`config.mk`:
```
export PLATFORM = sky130hd
export DESIGN_NAME = copy_data_block_row_counter
export DESIGN_NICKNAME = d
export VERILOG_FILES = /design/src/rtl/cdbrc_pkg.sv /design/src/rtl/cdbrc_line_scan.sv /design/src/rtl/copy_data_block_row_counter.sv
export SDC_FILE = /design/constraint.sdc
export NUM_CORES = 1
export LEC_CHECK = 0
export BUFFER_PORTS_ARGS = -buffer_cell sky130_fd_sc_hd__clkbuf_2
export CORE_MARGIN = 4
export CORE_UTILIZATION = 56
export DETAILED_ROUTE_END_ITERATION = 10
export HOLD_SLACK_MARGIN = 0.15
export PLACE_DENSITY_LB_ADDON = 0.25
export SLEW_MARGIN = 20
export SYNTH_ARGS = -nofsm -noshare
export SYNTH_HDL_FRONTEND = slang
export SYNTH_SLANG_ARGS = --single-unit
```
`constraint.sdc`:
```
create_clock -name clk -period 5 [get_ports clk]
set_input_delay 0.75 -clock clk [delete_from_list [all_inputs] [get_ports clk]]
set_output_delay 0.75 -clock clk [all_outputs]
set_load 0.02 [all_outputs]
```
`src/rtl/cdbrc_pkg.sv`:
```
// Package for the COPY data block row counter.
// Item and result types, status and register codes, phase encoding.
// No dependencies.
`default_nettype none

package cdbrc_pkg;

	localparam int COUNT_BITS = 32;
	localparam int CFG_IDX_W  = 1;
	localparam int CFG_DATA_W = 3;

	localparam logic [7:0] DATA_BLOCK_TYPE = 8'h01;
	localparam logic [7:0] CHR_NL    = 8'h0A;
	localparam logic [7:0] CHR_BSL   = 8'h5C;
	localparam logic [7:0] CHR_DOT   = 8'h2E;

	localparam logic [CFG_IDX_W-1:0] CFG_INT_SIZE = 1'd0;
	localparam logic [CFG_IDX_W-1:0] CFG_HAS_SIGN = 1'd1;

	localparam logic [1:0] ST_OK      = 2'd0;
	localparam logic [1:0] ST_BAD_TYPE = 2'd1;
	localparam logic [1:0] ST_NEG_LEN = 2'd2;

	localparam logic [1:0] MK_NONE  = 2'd0;
	localparam logic [1:0] MK_BSL   = 2'd1;
	localparam logic [1:0] MK_DOT   = 2'd2;

	typedef enum logic [4:0] {
		PH_TYPE = 5'b00001,
		PH_ID   = 5'b00010,
		PH_LEN  = 5'b00100,
		PH_PAY  = 5'b01000,
		PH_DONE = 5'b10000
	} phase_t;

	typedef struct packed {
		logic [7:0] data_byte;
		logic       first_byte;
	} in_t;

	typedef struct packed {
		logic [31:0] row_count;
		logic [1:0]  status;
	} out_t;

	typedef struct packed {
		logic clr;
		logic en;
	} scan_ctl_t;

endpackage

`default_nettype wire

```
`src/rtl/cdbrc_line_scan.sv`:
```
// Line scanner: counts newline-ended lines up to a backslash-dot line.
// Depends on cdbrc_pkg.
`default_nettype none

module cdbrc_line_scan (
	input  wire logic                            clk,
	input  wire logic                            arst_n,
	input  wire cdbrc_pkg::scan_ctl_t            ctl,
	input  wire logic [7:0]                      data_byte,
	output logic      [cdbrc_pkg::COUNT_BITS-1:0] count
);

	logic [cdbrc_pkg::COUNT_BITS-1:0] cnt_q;
	logic       line_start_q;
	logic [1:0] mark_q;
	logic       term_q;

	always_ff @(posedge clk or negedge arst_n) begin
		if (!arst_n) begin
			cnt_q        <= '0;
			line_start_q <= 1'b1;
			mark_q       <= cdbrc_pkg::MK_NONE;
			term_q       <= 1'b0;
		end else if (ctl.clr) begin
			cnt_q        <= '0;
			line_start_q <= 1'b1;
			mark_q       <= cdbrc_pkg::MK_NONE;
			term_q       <= 1'b0;
		end else if (ctl.en && !term_q) begin
			if (data_byte == cdbrc_pkg::CHR_NL) begin
				if (mark_q == cdbrc_pkg::MK_DOT) begin
					term_q <= 1'b1;
				end else begin
					if (cnt_q != '1)
						cnt_q <= cnt_q + 1'b1;
					line_start_q <= 1'b1;
					mark_q       <= cdbrc_pkg::MK_NONE;
				end
			end else if (line_start_q && data_byte == cdbrc_pkg::CHR_BSL) begin
				mark_q       <= cdbrc_pkg::MK_BSL;
				line_start_q <= 1'b0;
			end else if (mark_q == cdbrc_pkg::MK_BSL && data_byte == cdbrc_pkg::CHR_DOT) begin
				mark_q <= cdbrc_pkg::MK_DOT;
			end else begin
				mark_q       <= cdbrc_pkg::MK_NONE;
				line_start_q <= 1'b0;
			end
		end
	end

	assign count = cnt_q;

endmodule

`default_nettype wire

```
`src/rtl/copy_data_block_row_counter.sv`:
```
// COPY data block row counter: top level.
// Depends on cdbrc_pkg and cdbrc_line_scan.
//
// Usage: raw bytes of one uncompressed data entry arrive on the item
// channel (item_valid/item_ready/item), one byte per item, first_byte set
// on the type byte of each entry. The block parses type byte, id integer
// and length-prefixed blocks, counting COPY rows in the payload.
// At the zero-length block, or on a bad type byte or negative length,
// one result leaves on the result channel (result_valid/result_ready).
// Bytes after a result are dropped until the next first_byte.
// Path: an item is held in the input register; its result is formed
// from it combinationally and then held in the result register.
// Throughput: one item per cycle unless a second result meets a
// stalled receiver; the parse step between the registers is combinational.
// A stalled receiver holds the result register; items that give no result
// keep flowing, and the block stalls only when a second result is ready.
// Configuration (cfg_valid/cfg_index/cfg_data) is always ready; write only
// while idle. Reset (arst_n low) clears the parse state, int_size to 4,
// has_sign_byte to 1, and empties both registers.
`default_nettype none

module copy_data_block_row_counter (
	input  wire logic                                clk,
	input  wire logic                                arst_n,
	input  wire logic                                item_valid,
	output logic                                     item_ready,
	input  wire cdbrc_pkg::in_t                      item,
	output logic                                     result_valid,
	input  wire logic                                result_ready,
	output cdbrc_pkg::out_t                          result,
	input  wire logic                                cfg_valid,
	output logic                                     cfg_ready,
	input  wire logic [cdbrc_pkg::CFG_IDX_W-1:0]     cfg_index,
	input  wire logic [cdbrc_pkg::CFG_DATA_W-1:0]    cfg_data
);

	localparam int WW = (cdbrc_pkg::COUNT_BITS > 32) ? cdbrc_pkg::COUNT_BITS : 32;

	logic [2:0] int_size_q;
	logic       has_sign_q;

	cdbrc_pkg::in_t    item_s1;
	logic              valid_s1;
	cdbrc_pkg::phase_t phase_q, phase_n;
	logic [2:0]        pos_q, pos_n;
	logic              sign_q, sign_n;
	logic [31:0]       val_q, val_n;
	logic [31:0]       left_q, left_n;

	cdbrc_pkg::out_t   res_n;
	logic              emit;
	logic              adv;
	logic              out_free;

	cdbrc_pkg::scan_ctl_t              scan_ctl;
	logic [cdbrc_pkg::COUNT_BITS-1:0]  count;
	logic [WW-1:0]                     count_w;

	// integer assembly
	cdbrc_pkg::phase_t ph_e;
	logic [2:0]  pos_e;
	logic        sign_e;
	logic [31:0] val_e;
	logic [2:0]  n_eff;
	logic [2:0]  k;
	logic [2:0]  ipos;
	logic        isign;
	logic [31:0] ival;
	logic        idone;
	logic [7:0]  b;

	assign cfg_ready = 1'b1;

	always_ff @(posedge clk or negedge arst_n) begin
		if (!arst_n) begin
			int_size_q <= 3'd4;
			has_sign_q <= 1'b1;
		end else if (cfg_valid && cfg_ready) begin
			case (cfg_index)
				cdbrc_pkg::CFG_INT_SIZE: int_size_q <= cfg_data;
				cdbrc_pkg::CFG_HAS_SIGN: has_sign_q <= cfg_data[0];
				default: ;
			endcase
		end
	end

	assign out_free   = !result_valid || result_ready;
	assign adv        = valid_s1 && (!emit || out_free);
	assign item_ready = !valid_s1 || adv;

	always_ff @(posedge clk or negedge arst_n) begin
		if (!arst_n) begin
			valid_s1 <= 1'b0;
		end else if (item_ready) begin
			valid_s1 <= item_valid;
		end
	end

	always_ff @(posedge clk) begin
		if (item_valid && item_ready)
			item_s1 <= item;
	end

	assign b = item_s1.data_byte;

	always_comb begin
		ph_e   = item_s1.first_byte ? cdbrc_pkg::PH_TYPE : phase_q;
		pos_e  = item_s1.first_byte ? 3'd0 : pos_q;
		sign_e = item_s1.first_byte ? 1'b0 : sign_q;
		val_e  = item_s1.first_byte ? 32'd0 : val_q;

		if (int_size_q == 3'd0)
			n_eff = 3'd1;
		else if (int_size_q > 3'd4)
			n_eff = 3'd4;
		else
			n_eff = int_size_q;

		k     = 3'd0;
		ipos  = pos_e;
		isign = sign_e;
		ival  = val_e;
		idone = 1'b0;
		if (has_sign_q && pos_e == 3'd0) begin
			isign = (b != 8'd0);
			ipos  = 3'd1;
		end else begin
			k     = (pos_e == 3'd0) ? 3'd0 : pos_e - {2'b00, has_sign_q};
			ival  = val_e | (32'(b) << {k[1:0], 3'b000});
			ipos  = (pos_e < 3'd7) ? pos_e + 3'd1 : pos_e;
			idone = ({1'b0, k} + 4'd1) >= {1'b0, n_eff};
		end
	end

	assign count_w = WW'(count);

	always_comb begin
		phase_n = ph_e;
		pos_n   = pos_e;
		sign_n  = sign_e;
		val_n   = val_e;
		left_n  = left_q;
		emit    = 1'b0;
		res_n   = '{row_count: 32'd0, status: cdbrc_pkg::ST_OK};
		scan_ctl.clr = adv && item_s1.first_byte;
		scan_ctl.en  = 1'b0;
		case (ph_e)
			cdbrc_pkg::PH_TYPE: begin
				if (b != cdbrc_pkg::DATA_BLOCK_TYPE) begin
					emit         = 1'b1;
					res_n.status = cdbrc_pkg::ST_BAD_TYPE;
					phase_n      = cdbrc_pkg::PH_DONE;
				end else begin
					phase_n = cdbrc_pkg::PH_ID;
					pos_n   = 3'd0;
					sign_n  = 1'b0;
					val_n   = 32'd0;
				end
			end
			cdbrc_pkg::PH_ID: begin
				pos_n  = ipos;
				sign_n = isign;
				val_n  = ival;
				if (idone) begin
					phase_n = cdbrc_pkg::PH_LEN;
					pos_n   = 3'd0;
					sign_n  = 1'b0;
					val_n   = 32'd0;
				end
			end
			cdbrc_pkg::PH_LEN: begin
				pos_n  = ipos;
				sign_n = isign;
				val_n  = ival;
				if (idone) begin
					if (ival == 32'd0) begin
						emit    = 1'b1;
						phase_n = cdbrc_pkg::PH_DONE;
						res_n.row_count = (count_w > WW'(32'hFFFF_FFFF)) ?
							32'hFFFF_FFFF : count_w[31:0];
					end else if (isign) begin
						emit         = 1'b1;
						phase_n      = cdbrc_pkg::PH_DONE;
						res_n.status = cdbrc_pkg::ST_NEG_LEN;
					end else begin
						left_n  = ival;
						phase_n = cdbrc_pkg::PH_PAY;
					end
				end
			end
			cdbrc_pkg::PH_PAY: begin
				scan_ctl.en = adv;
				left_n      = left_q - 32'd1;
				if (left_n == 32'd0) begin
					phase_n = cdbrc_pkg::PH_LEN;
					pos_n   = 3'd0;
					sign_n  = 1'b0;
					val_n   = 32'd0;
				end
			end
			default: ;
		endcase
	end

	always_ff @(posedge clk or negedge arst_n) begin
		if (!arst_n) begin
			phase_q <= cdbrc_pkg::PH_TYPE;
			pos_q   <= 3'd0;
			sign_q  <= 1'b0;
			val_q   <= 32'd0;
			left_q  <= 32'd0;
		end else if (adv) begin
			phase_q <= phase_n;
			pos_q   <= pos_n;
			sign_q  <= sign_n;
			val_q   <= val_n;
			left_q  <= left_n;
		end
	end

	cdbrc_line_scan u_scan (
		.clk       (clk),
		.arst_n    (arst_n),
		.ctl       (scan_ctl),
		.data_byte (b),
		.count     (count)
	);

	always_ff @(posedge clk or negedge arst_n) begin
		if (!arst_n) begin
			result_valid <= 1'b0;
		end else if (adv && emit) begin
			result_valid <= 1'b1;
		end else if (result_ready) begin
			result_valid <= 1'b0;
		end
	end

	always_ff @(posedge clk) begin
		if (adv && emit)
			result <= res_n;
	end

endmodule

`default_nettype wire

```
### After elaboration in Yosys (flattened, before gate mapping)

Index checks and enable logic that the tools add are counted.

| storage, ports and cells | value |
|---|---|
| flip-flop bits (word level) | 158 |
| input bits | 18 |
| output and inout bits | 37 |
| word-level logic and storage cells | 150 |

| cells by class | value |
|---|---|
| $add $sub $neg | 5 |
| $lt $le $gt $ge | 4 |
| equality and inequality tests | 17 |
| shift operators | 1 |
| mux-type cells | 70 |
| bitwise logic cells | 2 |
| reduce and logical (&&, ||, !) cells | 34 |

Operators with widths:

| cell | number |
|---|---|
| 2-to-1 mux 32 bit | 14 |
| one-hot mux 32 bit (4 select lines) | 1 |
| logical NOT 32 bit | 2 |
| one-hot mux 32 bit (2 select lines) | 1 |
| 2-to-1 mux 5 bit | 7 |
| adder 32 x 1 -> 32 bit, second input constant | 1 |
| greater-than comparator 32 bit, second input constant | 1 |
| inequality test 32 bit, second input constant | 1 |
| bitwise OR 32 bit | 1 |
| left shift 8 x 5 -> 32 bit | 1 |
| subtractor 32 x 1 -> 32 bit, second input constant | 1 |
| 2-to-1 mux 3 bit | 9 |
| 2-to-1 mux 1 bit | 24 |
| one-hot mux 5 bit (4 select lines) | 1 |
| 2-to-1 mux 2 bit | 9 |
| one-hot mux 3 bit (4 select lines) | 1 |
| nonzero test 2 bit | 6 |
| AND reduction 3 bit | 3 |
| equality test 8 x 4 -> 1 bit, second input constant | 1 |
| equality test 8 x 6 -> 1 bit, second input constant | 1 |
| equality test 8 x 7 -> 1 bit, second input constant | 1 |
| logical AND 1 bit | 8 |
| inequality test 2 bit, second input constant | 4 |
| inequality test 8 x 1 -> 1 bit, second input constant | 1 |
| other kinds (25) | 33 |

### Depth between registers and ports, before layout

| logic depth | value |
|---|---|
| depth after elaboration | 17 |
| mapped depth | 23 |
| depth with buffers taken out | 16 |

### Cells and area by module

A second synthesis with hierarchy kept.

| second synthesis, totals | value |
|---|---|
| cells, all modules | 960 |
| area, all modules | 9345.2 µm² |

By module, submodules not included:

| module | times used | cells an instance | area each (µm²) | sequential area each (µm²) |
|---|---|---|---|---|
| copy_data_block_row_counter | 1 | 718 | 7103.1 | 3271.9 |
| cdbrc_line_scan | 1 | 242 | 2242.2 | 902.1 |

### Worst setup path before layout

OpenSTA, ideal clock, no wires.

| path | value |
|---|---|
| kind | register to register |
| start | register item_s1[0] in the netlist's numbering |
| end | register result[0] in the netlist's numbering (enable) |
| library setup time | 0.395 ns |
| arrival | 4.684 ns |
| data required time | 4.605 ns |
| slack | -0.080 ns |
| cell stages (with the launch flop) | 20 |
| buffers on the path | 6 |
| period minus slack after synthesis | 5.080 ns |
| path through | edfxtp_1 clkbuf_1 inv_1 clkbuf_1 nand2_1 ha_1 buf_4 nor2b_1 clkbuf_1 a211o_1 nor3_1 clkbuf_1 xnor2_1 ha_1 o221ai_1 a31oi_1 o21ai_1 buf_2 o21ai_0 and2_1 |

| on the way | value |
|---|---|
| word-level cells in the longest chain between the ends | 14 |
| elaborated cells on any way between the ends | 26 |
| those cells by class | add/sub (2); order compare (1); eq/ne (2); shift (1); mux (12); bitwise (1); reduce/logical (7) |

Ends and longest elaborated chain:

| what | line | RTL |
|---|---|---|
| start: declaration | copy_data_block_row_counter.sv:42 | `cdbrc_pkg::in_t item_s1;` |
| start signal: assignment | copy_data_block_row_counter.sv:101 | `item_s1 <= item;` |
| 2-to-1 mux 3 bit | copy_data_block_row_counter.sv:108 | `pos_e = item_s1.first_byte ? 3'd0 : pos_q;` |
| subtractor 3 x 1 -> 3 bit / logical NOT 3 bit (equally long branches) | copy_data_block_row_counter.sv:128, copy_data_block_row_counter.sv:124 |  |
| 2-to-1 mux 3 bit | copy_data_block_row_counter.sv:128 | `k = (pos_e == 3'd0) ? 3'd0 : pos_e - {2'b00, has_sign_q};` |
| left shift 8 x 5 -> 32 bit | copy_data_block_row_counter.sv:129 | `ival = val_e \| (32'(b) << {k[1:0], 3'b000});` |
| bitwise OR 32 bit | copy_data_block_row_counter.sv:129 |  |
| 2-to-1 mux 32 bit | copy_data_block_row_counter.sv:124 | `if (has_sign_q && pos_e == 3'd0) begin` |
| logical NOT 32 bit | copy_data_block_row_counter.sv:176 | `if (ival == 32'd0) begin` |
| 2-to-1 mux 1 bit | copy_data_block_row_counter.sv:176 |  |
| 2-to-1 mux 1 bit | copy_data_block_row_counter.sv:175 | `if (idone) begin` |
| one-hot mux 1 bit (2 select lines) (*) | copy_data_block_row_counter.sv:147 | `case (ph_e)` |
| logical NOT 1 bit | copy_data_block_row_counter.sv:88 | `assign adv = valid_s1 && (!emit \|\| out_free);` |
| logical OR 1 bit | copy_data_block_row_counter.sv:88 |  |
| logical AND 1 bit | copy_data_block_row_counter.sv:88 |  |
| logical AND 1 bit (*) | copy_data_block_row_counter.sv:240 | `if (adv && emit)` |
| end signal: assignment | copy_data_block_row_counter.sv:241 | `result <= res_n;` |
| end: declaration | copy_data_block_row_counter.sv:30 | `output cdbrc_pkg::out_t result,` |

Every way passes the cells marked *; elsewhere a longest branch is shown, timed or not.
A chain may end at the register's enable or synchronous reset.

### Worst setup path in the final report

| path | value |
|---|---|
| start | register item_s1[0] in the netlist's numbering |
| end | output item_ready |

| on the way | value |
|---|---|
| word-level cells in the longest chain between the ends | 14 |
| elaborated cells on any way between the ends | 26 |
| those cells by class | add/sub (2); order compare (1); eq/ne (2); shift (1); mux (12); bitwise (1); reduce/logical (7) |

Ends and longest elaborated chain:

| what | line | RTL |
|---|---|---|
| 2-to-1 mux 3 bit | copy_data_block_row_counter.sv:108 |  |
| subtractor 3 x 1 -> 3 bit / logical NOT 3 bit (equally long branches) | copy_data_block_row_counter.sv:128, copy_data_block_row_counter.sv:124 |  |
| 2-to-1 mux 3 bit | copy_data_block_row_counter.sv:128 |  |
| left shift 8 x 5 -> 32 bit | copy_data_block_row_counter.sv:129 |  |
| bitwise OR 32 bit | copy_data_block_row_counter.sv:129 |  |
| 2-to-1 mux 32 bit | copy_data_block_row_counter.sv:124 |  |
| logical NOT 32 bit | copy_data_block_row_counter.sv:176 |  |
| 2-to-1 mux 1 bit | copy_data_block_row_counter.sv:176 |  |
| 2-to-1 mux 1 bit | copy_data_block_row_counter.sv:175 |  |
| one-hot mux 1 bit (2 select lines) (*) | copy_data_block_row_counter.sv:147 |  |
| logical NOT 1 bit (*) | copy_data_block_row_counter.sv:88 |  |
| logical OR 1 bit (*) | copy_data_block_row_counter.sv:88 |  |
| logical AND 1 bit (*) | copy_data_block_row_counter.sv:88 |  |
| logical OR 1 bit (*) | copy_data_block_row_counter.sv:89 | `assign item_ready = !valid_s1 \|\| adv;` |
| end: declaration | copy_data_block_row_counter.sv:26 | `output logic item_ready,` |

Marked as above.

==> out/results.ini <==
[sta]
skew_ps = 9.538
rsz0062_at_grt = false
drv_slew = 0
setup_viol = 0
worst-slew-pin-transition_ps = 1044
fin_crit_ps = 4708
timing.slew.headroom = 0.3040
finalHoldViolCount = 0
fmax_mhz = 212.4
post-route-period-util = 0.9416
fin_tns_setup_ps = 0

[clocking]
cts_tree = built
ctsLongestPathBuffers = 2
htreeDepth = 4
cts_sinks = 158
clk_pin_slew_ps = 60
clock_latency_ps = 430
cts_buffers = 17
cts-root-buf = clkbuf_16
cts_hold_buf = 0

[grt]
grtUsageMet2 = 0.4176
grt_pass1_vias = 7167
grt_usage = 0.2636
antenna_found_initial = 0
grt_overflow = 0
use_met1 = 0.3686
met3_usage = 0.04569
grt_first_pass_wirelength_mm = 38.32
grt_max_degree = 53
grt_busiest_layer = met2

[yosys]
yosys_warnings = 0
synth_top_area_cell = dfrtp_1
synth.area.top_cells = dfrtp_1 31%, edfxtp_1 14%, nor2_1 3.4%
synth_cell_types = 90
synth_fp_nets = 992
synth_edf_count = 43
synthArstFlopShare = 0.7278
synth_area_mm2 = 0.009080
yosysTopAreaCellShare = 0.3059
synthCells = 966
seq_area_frac_synth = 0.4597
ys_ff_latch = 158
avgSynthCellArea_um2 = 9.400
synth_ff_type = dfrtp_1

[status]
status = finished, final reports clean

[placed_design]
hpwl_mm = 16.02
port_buffers = 53
gp_congestion = 0.9245

[routing]
drt-total-wl_mm = 23.09
first_pass_iters = 5
vias = 7728
drtIter0Drc = 759
drc_errors = 0
wl_per_cell_um = 18.81
ant_nets = 0
vias_per_cell = 6.293

[floorplan]
start_util = 0.5716
die_area_mm2 = 0.01832
coreArea_mm2 = 0.01589
ios = 55
num_rows = 46
die_h_um = 135.3
die_x_um = 135.3

[critical_path]
path_max_fanout = 13
crit_arrival_ps = 3960
cp-end-kind = output port
worst-setup-path-type = flip-flop to output port
required_ps = 4250
start_kind = flip-flop

[layout]
multiInputGateArea_mm2 = 0.004414
area_growth_pct = 11.26
insertedDiodeCount = 0
fillers = 1325
nNetsFinal = 1025
drive_gt1_frac = 0.1522
seq_area_mm2 = 0.004174

[pwr]
power_mw = 3.225
powerDensity_mw_per_mm2 = 319.2
ir_worst_vdd_v = 0.0002262
leakagePower_nw = 4.043

[hold_path]
min_path_type = input port to asynchronous set/reset pin

[flow_run]
drv_cap = 0

## kinds of logic after synthesis
family / after synthesis / share of synthesized area
flops: 158 / 0.4597
mux: 5 / 0.006063
fa+ha+maj: 8 / 0.01102
compound gates: 292 / 0.2232
simple gates: 359 / 0.2198
buf+inv: 119 / 0.05664
xor+xnor: 24 / 0.02315
other cells: 1 / 0.0004130
## flip-flops by register name (all words and copies together) (netlist names), 2 cells and up
| register | flops |
|---|---|
| b | 8 |
| int_size_q | 3 |
| left_q | 32 |
| phase_q | 5 |
| pos_q | 3 |
| result | 34 |
| u_scan.count | 32 |
| u_scan.mark_q | 2 |
| val_q | 32 |
## layout make-up
| cell class | instances | share of cell area |
|---|---|---|
| Clock buffer | 17 | 0.04211 |
| Sequential cell | 158 | 0.4132 |
| Timing Repair Buffer | 77 | 0.04434 |
| Tap cell | 216 | 0.02675 |
| Clock inverter | 15 | 0.01585 |
| Multi-Input combinational cell | 689 | 0.4370 |
| Inverter | 56 | 0.02081 |
## per-stage QoR
step,cell area [um^2],setup WS (ps),std cells,hold WS (ps),util
2_1_floorplan,9081,221.3,966,454.4,-
3_3_place_gp,9492,559.8,1195,487.2,0.5975
3_5_place_dp,9492,461.3,1195,502.9,0.5975
4_1_cts,10080,61.83,1227,278.3,0.6344
5_1_grt,10100,6.296,1228,294.5,0.6359
6_report,10100,292.2,1228,269.8,0.6359
## layout by cell type, fill, tap and decap left out, drive strengths merged, types with 13 or more instances in the layout
cell,count
dfrtp,111
nor2,84
clkbuf,69
inv,61
a21oi,56
nand2,53
o21ai,53
nor3,44
edfxtp,43
and2,37
a22oi,34
o22ai,32
nand3,28
buf,25
nor4,23
and3,18
a31oi,18
nand4,15
o22a,13
## worst max-delay path, stage by stage, from the launching register on
cell      delay [ps]
edfxtp_1         460
nor2b_4          190
inv_2             90
and2_1           160
ha_1             350
buf_4            210
nand2b_1          70
a31oi_1          140
a41o_2           360
o21a_1           240
nor4_2           510
a21boi_1         200
o21ai_1          200
nand3_1          140
clkbuf_2         190
## timing repair
action,4_1_cts,5_1_grt
setup buffers,0,1
endpoints found under the setup margin,0,1
resized for setup,0,4
## report_power, final
part           switching (mW)  leakage (nW)  total [mW]  internal, mW
combinational           0.321          1.79       0.457         0.136
sequential             0.0573          1.97        1.47          1.41
clock                   0.556         0.278        1.30         0.742
## synthesized netlist by cell type (32+ instances only)
library cell,number
dfrtp_1,111
a22oi_1,33
clkbuf_1,33
nand2_1,51
inv_1,55
nor2_1,83
a21oi_1,55
o22ai_1,32
o21ai_0,49
and2_1,37
nor3_1,40
edfxtp_1,43
## per-layer routing
layer  share of wire  up-vias  wire length (um)
met5               0        -                 0
li1                -     3665                 -
met3           0.067       41              1552
met4           0.026        0               608
met2            0.47      304             10810
met1            0.44     3718             10120
## final timing paths
kind                             from                to  slack, ps  cells past startpoint
setup / recovery           item_s1[0]        item_ready        290                     14
hold / removal                 arst_n   u_scan.count[2]        270                      1
setup reg to reg           item_s1[0]  u_scan.count[16]        690                     18
hold reg to reg            left_q[14]        left_q[14]        530                      1
max in group asynchronous      arst_n         left_q[9]       3680                      2
min in group clk              item[6]              b[5]        500                      1
Note: power is estimated with default switching activity, not from simulation.
